**config.mk**
```make
export PLATFORM = sky130hd
export DESIGN_NAME = bracket_aware_splitter_unit
export DESIGN_NICKNAME = d
export VERILOG_FILES = /design/src/hw/rtl/bsu_pkg.sv /design/src/hw/rtl/bsu_front.sv /design/src/hw/rtl/bsu_queue.sv /design/src/hw/rtl/bsu_back.sv /design/src/hw/rtl/bracket_aware_splitter_unit.sv
export SDC_FILE = /design/constraint.sdc
export NUM_CORES = 1
export LEC_CHECK = 0
export ABC_CLOCK_PERIOD_IN_PS = 6240
export BUFFER_PORTS_ARGS = -buffer_cell sky130_fd_sc_hd__buf_2
export CAP_MARGIN = 0
export CORE_MARGIN = 4
export CORE_UTILIZATION = 45
export CTS_BUF_LIST = sky130_fd_sc_hd__clkbuf_8
export DETAILED_ROUTE_END_ITERATION = 10
export HOLD_SLACK_MARGIN = 0.15
export SYNTH_ARGS = -nofsm -noshare
export SYNTH_HDL_FRONTEND = slang
export SYNTH_SLANG_ARGS = --single-unit
```
**constraint.sdc**
```tcl
create_clock -name clk -period 6.24 [get_ports clk]
set_clock_uncertainty 0.15 [all_clocks]
set_input_delay 0.312 -clock clk [delete_from_list [all_inputs] [get_ports clk]]
set_output_delay 0.312 -clock clk [all_outputs]
set_load 0.02 [all_outputs]
```
**src/hw/rtl/bsu_pkg.sv**
```systemverilog
// Shared types and constants for the bracket-aware splitter unit.
// Used by bsu_front, bsu_queue, bsu_back and bracket_aware_splitter_unit.
package bsu_pkg;

    // Sizing
    localparam int STACK_DEPTH   = 16;
    localparam int LVL_BITS      = $clog2(STACK_DEPTH + 1);
    localparam int IDX_BITS      = (STACK_DEPTH > 1) ? $clog2(STACK_DEPTH) : 1;
    localparam int POS_BITS      = 16;
    localparam int OUT_BITS      = 16;
    localparam int CNT_BITS      = 16;
    localparam int CHAR_BITS     = 8;
    localparam int MASK_BITS     = 4;
    localparam int CFG_IDX_BITS  = 2;
    localparam int CFG_DATA_BITS = 16;
    localparam int QUEUE_DEPTH   = 4;
    localparam int QPTR_BITS     = 2;

    // Configuration register indexes
    localparam logic [CFG_IDX_BITS-1:0] REG_DELIMITER     = 2'd0;
    localparam logic [CFG_IDX_BITS-1:0] REG_ESCAPE_MASK   = 2'd1;
    localparam logic [CFG_IDX_BITS-1:0] REG_SEGMENT_LIMIT = 2'd2;

    // Configuration reset values
    localparam logic [CHAR_BITS-1:0] DELIM_RESET = 8'd44;
    localparam logic [MASK_BITS-1:0] MASK_RESET  = 4'hF;
    localparam logic [CNT_BITS-1:0]  LIMIT_RESET = 16'd0;

    // Escape mask bit positions
    localparam int MASK_QUOTE  = 0;
    localparam int MASK_PAREN  = 1;
    localparam int MASK_CURLY  = 2;
    localparam int MASK_SQUARE = 3;

    // Bracket bytes
    localparam logic [CHAR_BITS-1:0] CH_QUOTE      = 8'h22;
    localparam logic [CHAR_BITS-1:0] CH_PAREN_OPEN  = 8'h28;
    localparam logic [CHAR_BITS-1:0] CH_PAREN_CLOSE = 8'h29;
    localparam logic [CHAR_BITS-1:0] CH_CURLY_OPEN  = 8'h7B;
    localparam logic [CHAR_BITS-1:0] CH_CURLY_CLOSE = 8'h7D;
    localparam logic [CHAR_BITS-1:0] CH_SQUARE_OPEN  = 8'h5B;
    localparam logic [CHAR_BITS-1:0] CH_SQUARE_CLOSE = 8'h5D;

    // Kind of an open bracket on the stack
    typedef enum logic [1:0] {
        KIND_QUOTE  = 2'd0,
        KIND_PAREN  = 2'd1,
        KIND_CURLY  = 2'd2,
        KIND_SQUARE = 2'd3
    } kind_t;

    typedef struct packed {
        logic [CHAR_BITS-1:0] delimiter;
        logic [MASK_BITS-1:0] escape_mask;
        logic [CNT_BITS-1:0]  segment_limit;
    } cfg_t;

    // Up to two segment reports caused by one input byte
    typedef struct packed {
        logic                split_vld;
        logic                final_vld;
        logic                overflow;
        logic [POS_BITS-1:0] split_start;
        logic [POS_BITS-1:0] split_len;
        logic [POS_BITS-1:0] final_start;
        logic [POS_BITS-1:0] final_len;
    } seg_entry_t;

    typedef struct packed {
        logic full;
        logic empty;
    } q_status_t;

endpackage

```
**src/hw/rtl/bsu_front.sv**
```systemverilog
// Front end: accepts bytes, tracks bracket nesting and positions, builds segment reports.
// Depends on bsu_pkg.
module bsu_front (
    input  logic                        clk,
    input  logic                        rst_n,
    input  bsu_pkg::cfg_t               cfg,
    input  logic                        in_valid,
    output logic                        in_ready,
    input  logic [bsu_pkg::CHAR_BITS-1:0] char_in,
    input  logic                        end_of_string,
    input  logic                        q_full,
    output logic                        q_push,
    output bsu_pkg::seg_entry_t         q_entry
);
    import bsu_pkg::*;

    kind_t                stack_mem [STACK_DEPTH];
    logic [LVL_BITS-1:0]  level_reg;
    logic [POS_BITS-1:0]  pos_reg;
    logic [POS_BITS-1:0]  begin_reg;
    logic [CNT_BITS-1:0]  found_reg;
    logic                 ovf_reg;

    logic [IDX_BITS-1:0]  top_idx;
    kind_t                top_kind;
    logic                 top_vld;
    logic                 top_quote;
    logic [CNT_BITS:0]    found_inc;
    logic                 active;
    logic                 do_push;
    logic                 do_pop;
    kind_t                push_kind;
    logic                 stack_full;
    logic                 push_ok;
    logic                 ovf_next;
    logic [LVL_BITS-1:0]  level_after;
    logic                 split;
    logic [POS_BITS-1:0]  pos_inc;
    logic [POS_BITS-1:0]  final_start;
    logic                 accept;

    // Read top of stack
    assign top_idx   = IDX_BITS'(level_reg - LVL_BITS'(1));
    assign top_kind  = stack_mem[top_idx];
    assign top_vld   = (level_reg != '0);
    assign top_quote = top_vld && (top_kind == KIND_QUOTE);

    // Stop tracking once the segment cap is reached; compare one bit wider
    assign found_inc = {1'b0, found_reg} + (CNT_BITS+1)'(1);
    assign active    = (cfg.segment_limit == '0) ||
                       (found_inc < {1'b0, cfg.segment_limit});

    // Classify the byte into push, pop or nothing
    always_comb
    begin
        do_push   = 1'b0;
        do_pop    = 1'b0;
        push_kind = KIND_QUOTE;
        if (active)
        begin
            if (char_in == CH_QUOTE && cfg.escape_mask[MASK_QUOTE])
            begin
                if (top_quote)
                    do_pop = 1'b1;
                else
                begin
                    do_push   = 1'b1;
                    push_kind = KIND_QUOTE;
                end
            end
            else if (!top_quote)
            begin
                priority if (char_in == CH_PAREN_OPEN && cfg.escape_mask[MASK_PAREN])
                begin
                    do_push   = 1'b1;
                    push_kind = KIND_PAREN;
                end
                else if (char_in == CH_PAREN_CLOSE && top_vld && top_kind == KIND_PAREN)
                    do_pop = 1'b1;
                else if (char_in == CH_CURLY_OPEN && cfg.escape_mask[MASK_CURLY])
                begin
                    do_push   = 1'b1;
                    push_kind = KIND_CURLY;
                end
                else if (char_in == CH_CURLY_CLOSE && top_vld && top_kind == KIND_CURLY)
                    do_pop = 1'b1;
                else if (char_in == CH_SQUARE_OPEN && cfg.escape_mask[MASK_SQUARE])
                begin
                    do_push   = 1'b1;
                    push_kind = KIND_SQUARE;
                end
                else if (char_in == CH_SQUARE_CLOSE && top_vld && top_kind == KIND_SQUARE)
                    do_pop = 1'b1;
                else
                begin
                    do_push = 1'b0;
                end
            end
        end
    end

    // Drop pushes onto a full stack and flag it
    assign stack_full  = (level_reg == LVL_BITS'(STACK_DEPTH));
    assign push_ok     = do_push && !stack_full;
    assign ovf_next    = ovf_reg | (do_push && stack_full);
    assign level_after = push_ok ? level_reg + LVL_BITS'(1) :
                         do_pop  ? level_reg - LVL_BITS'(1) : level_reg;

    // Split at a top-level delimiter
    assign split       = active && (char_in == cfg.delimiter) && (level_after == '0);
    assign pos_inc     = pos_reg + POS_BITS'(1);
    assign final_start = split ? pos_inc : begin_reg;

    always_comb
    begin
        q_entry.split_vld   = split;
        q_entry.final_vld   = end_of_string;
        q_entry.overflow    = ovf_next;
        q_entry.split_start = begin_reg;
        q_entry.split_len   = pos_reg - begin_reg;
        q_entry.final_start = final_start;
        q_entry.final_len   = pos_inc - final_start;
    end

    assign in_ready = !q_full;
    assign accept   = in_valid && in_ready;
    assign q_push   = accept && (split || end_of_string);

    // Advance string state; clear it at the end of a string
    always_ff @(posedge clk or negedge rst_n)
    begin
        if (!rst_n)
        begin
            level_reg <= '0;
            pos_reg   <= '0;
            begin_reg <= '0;
            found_reg <= '0;
            ovf_reg   <= 1'b0;
        end
        else if (accept)
        begin
            if (end_of_string)
            begin
                level_reg <= '0;
                pos_reg   <= '0;
                begin_reg <= '0;
                found_reg <= '0;
                ovf_reg   <= 1'b0;
            end
            else
            begin
                level_reg <= level_after;
                pos_reg   <= pos_inc;
                ovf_reg   <= ovf_next;
                if (split)
                begin
                    begin_reg <= pos_inc;
                    found_reg <= found_inc[CNT_BITS-1:0];
                end
            end
        end
    end

    // Write the bracket kind at the current level
    always_ff @(posedge clk)
    begin
        if (accept && push_ok)
            stack_mem[IDX_BITS'(level_reg)] <= push_kind;
    end

endmodule

```
**src/hw/rtl/bsu_queue.sv**
```systemverilog
// Short queue of segment reports between front and back end.
// Depends on bsu_pkg.
module bsu_queue (
    input  logic                clk,
    input  logic                rst_n,
    input  logic                push,
    input  bsu_pkg::seg_entry_t push_entry,
    input  logic                pop,
    output bsu_pkg::seg_entry_t head,
    output bsu_pkg::q_status_t  status
);
    import bsu_pkg::*;

    seg_entry_t             entry_mem [QUEUE_DEPTH];
    logic [QPTR_BITS-1:0]   wr_ptr_reg;
    logic [QPTR_BITS-1:0]   rd_ptr_reg;
    logic [QPTR_BITS:0]     count_reg;
    logic                   do_push;
    logic                   do_pop;

    assign status.full  = (count_reg == (QPTR_BITS+1)'(QUEUE_DEPTH));
    assign status.empty = (count_reg == '0);
    assign do_push      = push && !status.full;
    assign do_pop       = pop && !status.empty;
    assign head         = entry_mem[rd_ptr_reg];

    // Advance pointers and occupancy
    always_ff @(posedge clk or negedge rst_n)
    begin
        if (!rst_n)
        begin
            wr_ptr_reg <= '0;
            rd_ptr_reg <= '0;
            count_reg  <= '0;
        end
        else
        begin
            if (do_push)
                wr_ptr_reg <= wr_ptr_reg + QPTR_BITS'(1);
            if (do_pop)
                rd_ptr_reg <= rd_ptr_reg + QPTR_BITS'(1);
            if (do_push && !do_pop)
                count_reg <= count_reg + (QPTR_BITS+1)'(1);
            else if (do_pop && !do_push)
                count_reg <= count_reg - (QPTR_BITS+1)'(1);
        end
    end

    // Store entries
    always_ff @(posedge clk)
    begin
        if (do_push)
            entry_mem[wr_ptr_reg] <= push_entry;
    end

endmodule

```
**src/hw/rtl/bsu_back.sv**
```systemverilog
// Back end: serializes queued reports onto the output stream through an output register.
// Depends on bsu_pkg.
module bsu_back (
    input  logic                                clk,
    input  logic                                rst_n,
    input  bsu_pkg::seg_entry_t                 head,
    input  logic                                q_empty,
    output logic                                q_pop,
    output logic                                out_valid,
    input  logic                                out_ready,
    output logic [2*bsu_pkg::OUT_BITS-1:0]      out_data,
    output logic                                out_last,
    output logic                                out_user
);
    import bsu_pkg::*;

    logic                   phase_reg;
    logic                   valid_reg;
    logic [2*OUT_BITS-1:0]  data_reg;
    logic                   last_reg;
    logic                   user_reg;
    logic                   sel_split;
    logic                   load;
    logic                   hold_entry;

    // Split report goes first, then the final report of the same entry
    assign sel_split  = head.split_vld && !phase_reg;
    assign load       = !q_empty && (!valid_reg || out_ready);
    assign hold_entry = sel_split && head.final_vld;
    assign q_pop      = load && !hold_entry;

    // Load the output register; drop valid once taken
    always_ff @(posedge clk or negedge rst_n)
    begin
        if (!rst_n)
        begin
            phase_reg <= 1'b0;
            valid_reg <= 1'b0;
        end
        else if (load)
        begin
            valid_reg <= 1'b1;
            phase_reg <= hold_entry;
        end
        else if (out_ready)
        begin
            valid_reg <= 1'b0;
        end
    end

    always_ff @(posedge clk)
    begin
        if (load)
        begin
            if (sel_split)
                data_reg <= {head.split_len[OUT_BITS-1:0], head.split_start[OUT_BITS-1:0]};
            else
                data_reg <= {head.final_len[OUT_BITS-1:0], head.final_start[OUT_BITS-1:0]};
            last_reg <= !sel_split;
            user_reg <= head.overflow;
        end
    end

    assign out_valid = valid_reg;
    assign out_data  = data_reg;
    assign out_last  = last_reg;
    assign out_user  = user_reg;

endmodule

```
**src/hw/rtl/bracket_aware_splitter_unit.sv**
```systemverilog
// Bracket-aware splitter unit: usage summary below.
// Top level; depends on bsu_pkg, bsu_front, bsu_queue, bsu_back.
//
// Input stream s_axis: one string byte per transaction, tlast on the last byte.
// Output stream m_axis: one segment per transaction, start and length in tdata,
// tlast on the final segment of a string, tuser set once a bracket push was
// dropped in that string. A delimiter byte at nesting level zero yields one
// segment; the last byte yields the final one, so one byte gives up to two.
// Configuration: cfg_we/cfg_index/cfg_data write delimiter (0), escape mask (1)
// and segment limit (2); write only while the unit is idle.
// Throughput: one byte per cycle while the queue is not full; the nesting stack is
// read and updated in the same cycle. A byte that yields two segments takes two
// output transactions. A segment passes through the queue and the output register.
// A four-entry queue separates the byte tracker from the output register, so
// input keeps flowing while a result waits; s_axis_tready drops when it fills.
// Reset clears string state and queue and restores the register defaults.
module bracket_aware_splitter_unit (
    input  logic                                  clk,
    input  logic                                  rst_n,
    // Input stream
    input  logic                                  s_axis_tvalid,
    output logic                                  s_axis_tready,
    input  logic [bsu_pkg::CHAR_BITS-1:0]         s_axis_tdata,   // [7:0] char_in
    input  logic                                  s_axis_tlast,   // end_of_string
    // Output stream
    output logic                                  m_axis_tvalid,
    input  logic                                  m_axis_tready,
    output logic [2*bsu_pkg::OUT_BITS-1:0]        m_axis_tdata,   // [15:0] seg_start,
                                                                  // [31:16] seg_length
    output logic                                  m_axis_tlast,   // final_segment
    output logic                                  m_axis_tuser,   // [0] nest_overflow
    // Configuration
    input  logic                                  cfg_we,
    input  logic [bsu_pkg::CFG_IDX_BITS-1:0]      cfg_index,
    input  logic [bsu_pkg::CFG_DATA_BITS-1:0]     cfg_data
);
    import bsu_pkg::*;

    cfg_t        cfg_reg;
    logic        q_push;
    seg_entry_t  q_entry;
    logic        q_pop;
    seg_entry_t  q_head;
    q_status_t   q_status;

    // Configuration registers
    always_ff @(posedge clk or negedge rst_n)
    begin
        if (!rst_n)
        begin
            cfg_reg.delimiter     <= DELIM_RESET;
            cfg_reg.escape_mask   <= MASK_RESET;
            cfg_reg.segment_limit <= LIMIT_RESET;
        end
        else if (cfg_we)
        begin
            unique case (cfg_index)
                REG_DELIMITER:     cfg_reg.delimiter     <= cfg_data[CHAR_BITS-1:0];
                REG_ESCAPE_MASK:   cfg_reg.escape_mask   <= cfg_data[MASK_BITS-1:0];
                REG_SEGMENT_LIMIT: cfg_reg.segment_limit <= cfg_data[CNT_BITS-1:0];
                default:           cfg_reg <= cfg_reg;
            endcase
        end
    end

    bsu_front u_front (
        .clk           (clk),
        .rst_n         (rst_n),
        .cfg           (cfg_reg),
        .in_valid      (s_axis_tvalid),
        .in_ready      (s_axis_tready),
        .char_in       (s_axis_tdata),
        .end_of_string (s_axis_tlast),
        .q_full        (q_status.full),
        .q_push        (q_push),
        .q_entry       (q_entry)
    );

    bsu_queue u_queue (
        .clk        (clk),
        .rst_n      (rst_n),
        .push       (q_push),
        .push_entry (q_entry),
        .pop        (q_pop),
        .head       (q_head),
        .status     (q_status)
    );

    bsu_back u_back (
        .clk       (clk),
        .rst_n     (rst_n),
        .head      (q_head),
        .q_empty   (q_status.empty),
        .q_pop     (q_pop),
        .out_valid (m_axis_tvalid),
        .out_ready (m_axis_tready),
        .out_data  (m_axis_tdata),
        .out_last  (m_axis_tlast),
        .out_user  (m_axis_tuser)
    );

    // Every queued entry carries at least one segment
    assert property (@(posedge clk) disable iff (!rst_n)
        q_push |-> (q_entry.split_vld || q_entry.final_vld))
        else $error("queued entry without a segment");

    // The last byte of a string always queues a final segment
    assert property (@(posedge clk) disable iff (!rst_n)
        (s_axis_tvalid && s_axis_tready && s_axis_tlast) |-> (q_push && q_entry.final_vld))
        else $error("string end did not queue a final segment");

    // Output only comes from queued data
    assert property (@(posedge clk) disable iff (!rst_n)
        $rose(m_axis_tvalid) |-> $past(!q_status.empty))
        else $error("output valid without queued entry");

    // The queue fills only through a push
    assert property (@(posedge clk) disable iff (!rst_n)
        $rose(q_status.full) |-> $past(q_push))
        else $error("queue became full without a push");

endmodule

```
* After elaboration in Yosys (flattened, before gate mapping)
Memory sizes are Yosys's and may differ from the RTL's. Index checks and enable logic that the tools add are counted. Widths: inputs -> output; s select.
Word-level totals: memories 2, output and inout bits 36, flip-flop bits (word level) 125, word-level logic and storage cells 141, bits of input ports 32, bits in writable memories 300
Cells by class: $add $sub $neg 10, eq/ne operators 15, mux-type cells 45, bitwise operators 1, magnitude comparators 1, reduce and logical (&&, ||, !) cells 51
Memories:
- u_queue.entry_mem | words 4, width 67, read ports 1, clocked after Yosys merged registers in 0, wr ports 1, RTL line bsu_queue.sv:14 | seg_entry_t entry_mem [QUEUE_DEPTH];
- u_front.stack_mem | words 16, width 2, read ports 1, clocked after Yosys merged registers in 0, wr ports 1, RTL line bsu_front.sv:17 | kind_t stack_mem [STACK_DEPTH];
Operators by type and width (number):
- $mux 16 | 5
- $eq 8x7->1 const B | 4
- $mux 32 | 1
- $sub 16x16->16 | 2
- $logic_and 1x1->1 | 26
- $mux 1 | 26
- $eq 8x6->1 const B | 3
- $add 16x1->17 const B | 1
- $lt 17x16->1 | 1
- $add 16x1->16 const B | 1
- $logic_not 16->1 | 1
- $mux 2 | 8
- $mux 5 | 3
- $logic_not 1->1 | 9
- $eq 8x8->1 | 1
- $reduce_and 2->1 | 4
- $eq 2x2->1 const B | 3
- $mux 3 | 2
- $reduce_bool 2->1 | 3
- $add 5x1->5 const B | 1
- $eq 5x5->1 const B | 1
- $logic_not 5->1 | 1
- $reduce_bool 5->1 | 1
- $sub 5x1->5 const B | 1
- 9 further kinds | 14

* Longest topological paths before layout
Gate-level depths: netlist (run 1). An unclocked memory read counts as a cell.
word-level depth 24, depth in mapped cells 33, gate-level depth less buffers 31

* Hierarchy
A second synthesis (run 1) with hierarchy kept.
Second synthesis, totals: cell total of the unflattened synthesis 1251, area total of the unflattened synthesis 19692.6 µm²
Modules (own cells, without submodules):
- bsu_queue | instances 1, area each 10094.7 µm², cells an instance 387, sequential area each 8222.9 µm²
- bsu_front | instances 1, area each 6847.8 µm², cells an instance 723, sequential area each 2312.2 µm²
- bsu_back | instances 1, area each 1667.8 µm², cells an instance 81, sequential area each 1071.0 µm²
- bracket_aware_splitter_unit | instances 1, area each 1082.3 µm², cells an instance 60, sequential area each 709.4 µm²

* Least setup slack after synthesis (run 1)
Ideal clock, no wire load.
path type register to register, start point register u_front.found_reg[3], end point memory u_queue.entry_mem[0][14] (netlist name), data pin, stages on the path, launching flop included 34, path buffers 2, data required time 5.818 ns, setup slack -0.238 ns, clock period less this slack 6.478 ns, arrival time 6.057 ns, setup time 0.272 ns, cell sequence dfrtp_1 > and3_1 > and3_1 > and2_1 > nand4_1 > nor2_1 > xor2_1 > ha_1 > nand2_1 > o21ai_0 > a2111oi_0 > a311o_1 > a21o_1 > and3_1 > and4_1 > or3_1 > a21bo_1 > buf_6 > buf_2 > o21ai_0 > o21ai_1 > ha_1 > fa_1 > nor2b_1 > o21ai_0 > a21boi_0 > o21ai_0 > nand2b_1 > a21o_1 > a21o_1 > a311oi_1 > o41ai_1 > a21oi_1 > xnor2_1
RTL lines:
- from (decl) | RTL line bsu_front.sv:21 | logic [CNT_BITS-1:0] found_reg;
- from (signal assigned) | RTL line bsu_front.sv:158 | found_reg <= found_inc[CNT_BITS-1:0];
- to (decl) | RTL line bsu_queue.sv:14

==> load_flow_metrics.sql, run 1 <==
INSERT INTO impl_metrics (metric_group, metric, value, unit) VALUES
('global_routing', 'first_global_vias', '13200', ''),
('finish', 'area.growth.synth_to_final', '17.9', '%'),
('finish', 'multiInputGateArea', '7580', 'um2'),
('drt', 'detail_route.wl_per_cell', '20.8', 'um'),
('pwr', 'static-leakage-power', '8.98', 'nW'),
('setup_path', 'endpoint_kind', 'register', ''),
('yosys', 'yosysTopAreaCellShare', '0.500', ''),
('global_routing', 'global_route.usage.total', '0.198', ''),
('run_status', 'run_status', 'finished, violations left', ''),
('finish', 'final_layout_size_suffix_gt1_frac', '0.300', ''),
('finish', 'nNetsFinal', '1673', ''),
('global_routing', 'antenna_found_initial', '0', ''),
('run_status', 'violations', 'negative setup slack', ''),
('setup_path', 'critPathMaxStageDelay', '0.40', 'ns'),
('yosys', 'synth_area_per_cell', '14.5', 'um2'),
('drt', 'drt_first_iter_violations', '893', ''),
('global_routing', 'globalRouteOverflowTotal', '0', ''),
('drt', 'wl', '46400', 'um'),
('cts', 'clkSinkCount', '425', ''),
('sta', 'grt_setup_unrepaired', 'true', ''),
('place', 'post_dp_cell_area', '21500', 'um2'),
('yosys', 'ys.warnings.count', '0', ''),
('setup_path', 'critical_path_class', 'reg -> reg', ''),
('drt', 'drt_pass1_iterations', '5', ''),
('yosys', 'post_synthesis_sequential_area_ratio', '0.613', ''),
('sta', 'worst-slew-pin-transition', '1.14', 'ns'),
('die', 'die-width', '219', 'um'),
('cts', 'ctsRootBufferMaster', 'clkbuf_8', ''),
('finish', 'commonest_cells_after_routing_fill_and_taps_aside', '334 x edfxtp_1, 94 x buf_4, 87 x inv_1', ''),
('setup_path', 'wp_data_required', '6.52', 'ns'),
('sta', 'timing.fmax', '159', 'MHz'),
('setup_path', 'capture_instance_of_the_worst_register_to_register_path', 'u_queue.entry_mem[3][14]', ''),
('yosys', 'mappedNetlistArea', '20100', 'um2'),
('cts', 'tritoncts_clock_tree', 'done', ''),
('place', 'gp_congestion', '0.884', ''),
('yosys', 'synth_cell_type_count', '79', ''),
('yosys', 'synth_nets', '1472', ''),
('finish', 'fill_cell_instance_count_of_the_final_layout', '3684', ''),
('cts', 'clkSlewWorstSetupHoldPaths', '0.07', 'ns'),
('finish', 'insertedDiodeCount', '0', ''),
('setup_path', 'startpoint_type', 'register', ''),
('pwr', 'power.total', '10.4', 'mW'),
('flow_run', 'maximum_capacitance_violations', '0', ''),
('place', 'post-place-ws', '-0.282', 'ns'),
('hold_path', 'timing.hold.worst_endpoint', 'u_front.ovf_reg', ''),
('global_routing', 'grt_start_max_net_pins', '68', ''),
('hold_path', 'hold_path.startpoint', 's_axis_tvalid', ''),
('die', 'dieHeight', '219', 'um'),
('setup_path', 'critical-path-slowest-cell', 'or3_4', ''),
('sta', 'timing.final.hold_violations', '0', ''),
('cts', 'clock_latency', '0.64', 'ns'),
('finish', 'finish.instance_area', '23700', 'um2'),
('yosys', 'postSynthRegisterBits', '425', ''),
('yosys', 'post_synth_main_area_contributors', 'edfxtp_1 50%, dfrtp_1 10%, mux4_2 8.3%', ''),
('drt', 'via_count', '12500', ''),
('finish', 'largest_reg_flops', '268', ''),
('pwr', 'power_density_over_the_cells', '438', 'nW/um2'),
('die', 'initial_utilization', '0.455', ''),
('sta', 'setup_viol', '18', ''),
('cts', 'h_tree_level_count', '3', ''),
('sta', 'final_min_period_over_clock_period', '1.01', ''),
('sta', 'timing.slew.headroom', '0.235', ''),
('yosys', 'postSynthCellCount', '1380', ''),
('die', 'design.die.area', '48100', 'um2'),
('yosys', 'yosys.area.top_type', 'edfxtp_1', ''),
('sta', 'layout_setup_ws', '-0.0647', 'ns'),
('setup_path', 'worst-r2r-cell-count', '32', ''),
('finish', 'area.sequential', '12300', 'um2'),
('finish', 'commonest_non_fill_non_tap_cell_in_the_layout', 'edfxtp_1', ''),
('pwr', 'vdd.ir_drop.worst', '0.184', 'mV'),
('global_routing', 'grt_first_pass_wirelength', '73700', 'um');
-- worst max-delay path, delay by kind of cell (launching register included) --
kind                     cells  cell delay [ns]
XOR/XNOR                     2             0.38
AO/OA/AOI/OAI               16             2.54
adder cells (fa/ha/maj)      3             0.89
buffers and inverters        2             0.28
AND/OR/NAND/NOR              9             1.51
flip-flops                   1             0.35
-- per-layer routing --
| metal | global-route usage | vias to the layer above | share of wire |
|---|---|---|---|
| met4 | 0.0807 | 0 | 0.036 |
| met3 | 0.0379 | 100 | 0.050 |
| met1 | 0.246 | 6300 | 0.42 |
| met5 | 0 | - | 0 |
| met2 | 0.341 | 365 | 0.50 |
| li1 | - | 5771 | - |
-- where the power goes --
group	switching, mW	leakage [nW]	total, mW	internal, mW
clock	1.13	0.784	2.35	1.22
combinational	2.13	3.93	3.77	1.65
sequential	0.244	4.27	4.24	4.00
total	3.50	8.98	10.4	6.87
-- worst max path at each step --
stage | to | cells after the start
2_1_floorplan | u_queue.entry_mem[0][14] | 32
3_3_place_gp | u_queue.entry_mem[3][15] | 30
3_5_place_dp | u_queue.entry_mem[3][14] | 32
4_1_cts | u_queue.entry_mem[2][13] | 26
5_1_grt | u_queue.entry_mem[3][14] | 32
6_report | u_queue.entry_mem[3][14] | 32
-- cell type report --
| class | count | share of cell area |
|---|---|---|
| repair buffers | 196 | 0.0603 |
| multi-input cells | 819 | 0.320 |
| inverters | 67 | 0.0107 |
| well taps | 592 | 0.0313 |
| clock buffers | 76 | 0.0442 |
| flip-flops and latches | 425 | 0.520 |
| clock inverters | 56 | 0.0129 |
-- synth_stat cells (18+ instances only) --
cell type,number
clkbuf_1,35
ha_1,57
o21ai_0,41
inv_1,64
dfrtp_1,84
nand2_1,69
nand4_1,33
edfxtp_1,334
mux4_2,74
o21ai_1,22
o211ai_1,35
nor3_1,25
xnor2_1,36
and2_1,18
mux2_2,62
nand3_1,29
and3_1,27
xor2_1,33
nor2_1,55
a21oi_1,20
-- what timing repair did --
item                                    in CTS  in global routing
hold buffers                                29                  0
endpoints found under the hold margin       76                  0
resized for setup                           33                 40
endpoints found under the setup margin      28                 32
buffers inserted                            18                  8
pin swaps                                   17                 13
-- cells by family (layout without fill, tap and decap cells) --
kind of cell               after synthesis  after routing  share of synthesized area
xor gates and xnor gates                71             71                     0.0317
DFF                                    425            425                      0.613
buffers and inverters                  136            395                     0.0299
adders and majority gates               60             60                     0.0385
and+or+nand+nor                        303            303                     0.0785
muxes                                  149            149                      0.124
AOI/OAI and AO/OA                      236            236                     0.0837
-- stage by stage --
step | instances | TNS [ns]
final | 2231 | -0.651
after CTS | 2225 | 0
after global placement | 2046 | -1.87
after global routing | 2231 | -6.65
after detailed placement | 2046 | -4.40
after floorplan | 1380 | 0
(Power assumes the default switching activity.)
==> run 2, diff against run 1 <==
- RECOVER_POWER: default -> 100
- SYNTH_HIERARCHICAL: default -> 1
==> run 2 against run 1 <==
Effect of this change: the run ends with max-capacitance violations, max-slew violations left; combinational power is 31% lower; count of clock-buffer cells in the layout is 6 higher; sequential power is 6.4% lower; register-to-register slack better by 0.098 ns; critical endpoint is now u_queue/entry_mem[2][12].
==> load_flow_metrics.sql, run 2 <==
INSERT INTO impl_metrics (metric_group, metric, value, unit) VALUES
('run_status', 'run_status', 'finished, violations left', ''),
('run_status', 'violations', 'max-capacitance violations, max-slew violations', ''),
('pwr', 'clock_power_share', '0.269', ''),
('finish', 'area.growth.synth_to_final', '16.7', '%'),
('place', 'place.port_buffers', '67', ''),
('pwr', 'power_frac_seq', '0.440', ''),
('drt', 'detail_route.drc_violations', '0', ''),
('drt', 'wl', '41800', 'um'),
('setup_path', 'timing.critical_path.arrival', '6.39', 'ns'),
('yosys', 'mappedNetlistArea', '19700', 'um2'),
('global_routing', 'globalRouteOverflowTotal', '0', ''),
('die', 'fp-row-count', '76', ''),
('finish', 'largest_register', 'u_queue/entry_mem', ''),
('setup_path', 'wp_data_required', '6.43', 'ns'),
('drt', 'drt-vias-per-instance', '5.43', ''),
('setup_path', 'endpoint_kind', 'register', ''),
('global_routing', 'grt_first_pass_wirelength', '67100', 'um'),
('sta', 'timing.slew.headroom', '-0.770', ''),
('setup_path', 'cp_max_fo', '4', ''),
('finish', 'nNetsFinal', '1556', ''),
('yosys', 'ys.flop_type', 'edfxtp_1', ''),
('cts', 'cts_max_path_buffers', '3', ''),
('place', 'gp_congestion', '0.818', ''),
('sta', 'timing.fmax', '161', 'MHz'),
('drt', 'drt_first_iter_violations', '670', ''),
('sta', 'finalMaxSlewViolations', '157', ''),
('pwr', 'static-leakage-power', '8.57', 'nW'),
('cts', 'clock_latency', '0.63', 'ns'),
('die', 'die-width', '217', 'um'),
('yosys', 'synth_cell_type_count', '71', ''),
('setup_path', 'path_common_cell', 'o21ai_2', ''),
('yosys', 'synth_nets', '1343', ''),
('yosys', 'post_synth_main_area_contributors', 'edfxtp_1 51%, dfrtp_1 11%, mux4_2 8.9%', ''),
('pwr', 'vdd.ir_drop.worst', '0.192', 'mV'),
('die', 'design.die.area', '47200', 'um2'),
('finish', 'final_layout_size_suffix_gt1_frac', '0.260', ''),
('setup_path', 'critical_path_class', 'reg -> reg', ''),
('setup_path', 'critPathMaxStageDelay', '0.58', 'ns'),
('yosys', 'post_synthesis_sequential_area_ratio', '0.625', ''),
('flow_run', 'maximum_capacitance_violations', '4', ''),
('global_routing', 'antenna_found_initial', '0', ''),
('cts', 'clkSlewWorstSetupHoldPaths', '0.05', 'ns'),
('die', 'fp.coreArea', '43200', 'um2'),
('drt', 'route.antenna.remaining_nets', '0', ''),
('die', 'dieHeight', '217', 'um'),
('place', 'hpwlAfterDp', '26000', 'um'),
('sta', 'worst_hold_slack', '0.287', 'ns'),
('sta', 'final_min_period_over_clock_period', '0.995', ''),
('finish', 'largest_reg_flops', '268', ''),
('cts', 'cts_inserted_buffers', '74', ''),
('sta', 'fin_tns_setup', '0', 'ns'),
('yosys', 'yosys.area.top_type', 'edfxtp_1', ''),
('finish', 'fill_cell_instance_count_of_the_final_layout', '3634', ''),
('finish', 'post-route-util', '0.532', ''),
('global_routing', 'global_route.usage.total', '0.181', ''),
('yosys', 'ys_async_sr_fraction', '0.214', ''),
('sta', 'worst-slew-pin-transition', '2.65', 'ns'),
('setup_path', 'startpoint_type', 'register', ''),
('pwr', 'swShare', '0.305', ''),
('pwr', 'cell_internal_pwr', '6.27', 'mW'),
('pwr', 'total_switching_power', '2.76', 'mW'),
('sta', 'grt_setup_unrepaired', 'true', ''),
('yosys', 'ys.warnings.count', '6', ''),
('yosys', 'synth_top_cells_by_count', '334 x edfxtp_1, 84 x dfrtp_1, 78 x mux4_2, 64 x nand2_1, 58 x inv_1', ''),
('sta', 'layout_setup_ws', '0.0331', 'ns'),
('yosys', 'yosysTopAreaCellShare', '0.509', ''),
('drt', 'detail_route.wl_per_cell', '19.8', 'um'),
('hold_path', 'hold_class', 'in -> reg', ''),
('sta', 'finalWorstPathRequiredPeriod', '6.21', 'ns'),
('yosys', 'synth_edf_count', '334', ''),
('finish', 'commonest_cells_after_routing_fill_and_taps_aside', '334 x edfxtp_1, 88 x inv_1, 82 x dfrtp_1, 82 x clkbuf_8, 78 x mux4_2', ''),
('cts', 'h_tree_level_count', '3', ''),
('die', 'design.portCount', '68', ''),
('drt', 'via_count', '11500', ''),
('place', 'post-place-ws', '-0.151', 'ns'),
('die', 'initial_utilization', '0.456', ''),
('cts', 'clkSinkCount', '425', ''),
('cts', 'tritoncts_clock_tree', 'done', ''),
('yosys', 'postSynthCellCount', '1251', ''),
('yosys', 'synth_area_per_cell', '15.7', 'um2'),
('finish', 'insertedDiodeCount', '0', ''),
('yosys', 'synthMostInstantiatedCell', 'edfxtp_1', ''),
('pwr', 'share_comb_of_total_power', '0.290', ''),
('cts', 'ctsRootBufferMaster', 'clkbuf_8', ''),
('setup_path', 'critical-path-slowest-cell', 'or4_4', ''),
('drt', 'drt_pass1_iterations', '5', ''),
('yosys', 'postSynthRegisterBits', '425', ''),
('sta', 'timing.final.hold_violations', '0', ''),
('finish', 'commonest_non_fill_non_tap_cell_in_the_layout', 'edfxtp_1', ''),
('pwr', 'power_density_over_the_cells', '393', 'nW/um2'),
('global_routing', 'first_global_vias', '12100', ''),
('global_routing', 'grt_start_max_net_pins', '52', ''),
('sta', 'setup_viol', '0', '');
==> run 2: cell count changes after synthesis, moves of 8 or more <==
cell      previous run  this run
mux2_2              62        51
a32o_1               0        26
nand4_1             33         5
o21ai_1             22         0
and2_1              18         9
clkbuf_1            35        21
mux2_4               0        29
o21a_1              17         6
o21ai_2              9         1
o211ai_1            35         4
o21ai_0             41        30
nor3_1              25        17
==> run 2: layout make-up <==
class,instances,area (um2),area share
sequential,425,12300,0.536
clock buffer,82,1130,0.0491
clock inverter,53,305,0.0133
multi-input combinational,715,6880,0.299
inverter,58,220,0.00958
timing repair buffer,190,1390,0.0607
tap,585,732,0.0319
==> run 2: cell families after synthesis <==
kind of cell,synth area share
AO/OA/AOI/OAI,0.0574
AND/OR/NAND/NOR,0.0696
adder cells (fa/ha/maj),0.0393
buffers and inverters,0.0304
XOR/XNOR,0.0294
multiplexers,0.149
flip-flops,0.625
==> run 2: power groups by stage <==
stage	clock network, mW	registers [mW]	logic, mW
final	2.43	3.97	2.62
after global routing	2.66	4.03	2.88
after CTS	2.52	3.98	2.85
after detailed placement	0	4.04	2.78
after global placement	0	4.02	2.75
after floorplan	0	4.07	1.94
==> run 2: final timing paths <==
path / cells past startpoint / slack [ns] / end / start
max: 29 / 0.03 / u_queue/entry_mem[2][12] / u_front/found_reg[0]
min: 3 / 0.29 / u_back/out_valid / m_axis_tready
max reg2reg: 29 / 0.03 / u_queue/entry_mem[2][12] / u_front/found_reg[0]
min reg2reg: 1 / 0.35 / u_queue/count_reg[2] / u_queue/count_reg[2]
max in group asynchronous: 4 / 2.23 / u_front/level_reg[0] / rst_n
min in group asynchronous: 3 / 0.95 / cfg_reg[17] / rst_n
==> run 2: repair_timing <==
action	4_1_cts	5_1_grt
resized for setup	17	26
hold endpoints to repair	92	0
hold buffers	41	0
buffers inserted	3	6
pin swaps	4	27
gates cloned	1	0
endpoints found under the setup margin	20	28
==> run 2: per-stage QoR <==
stage          power, mW  instance area, um2  std cells
2_1_floorplan       6.01               19800       1251
3_3_place_gp        6.77               21100       1923
3_5_place_dp        6.81               21100       1923
4_1_cts             9.35               23100       2103
5_1_grt             9.57               23000       2108
6_report            9.03               23000       2108
==> run 2: critical path, delay by kind of cell (launching register included) <==
family                     cells  cell delay [ns]
adders and majority gates      4             1.10
AOI/OAI and AO/OA             13             1.93
DFF                            1             0.36
muxes                          1             0.33
buffers and inverters          1             0.16
xor gates and xnor gates       2             0.27
and+or+nand+nor                8             1.61
==> run 2: layer usage <==
metal  part of all wire  track usage  vias to the layer above
li1                   -            -                     5291
met1               0.44        0.242                     5858
met2               0.50        0.306                      247
met3              0.046       0.0373                       60
met4              0.015       0.0454                        0
met5                  0            0                        -
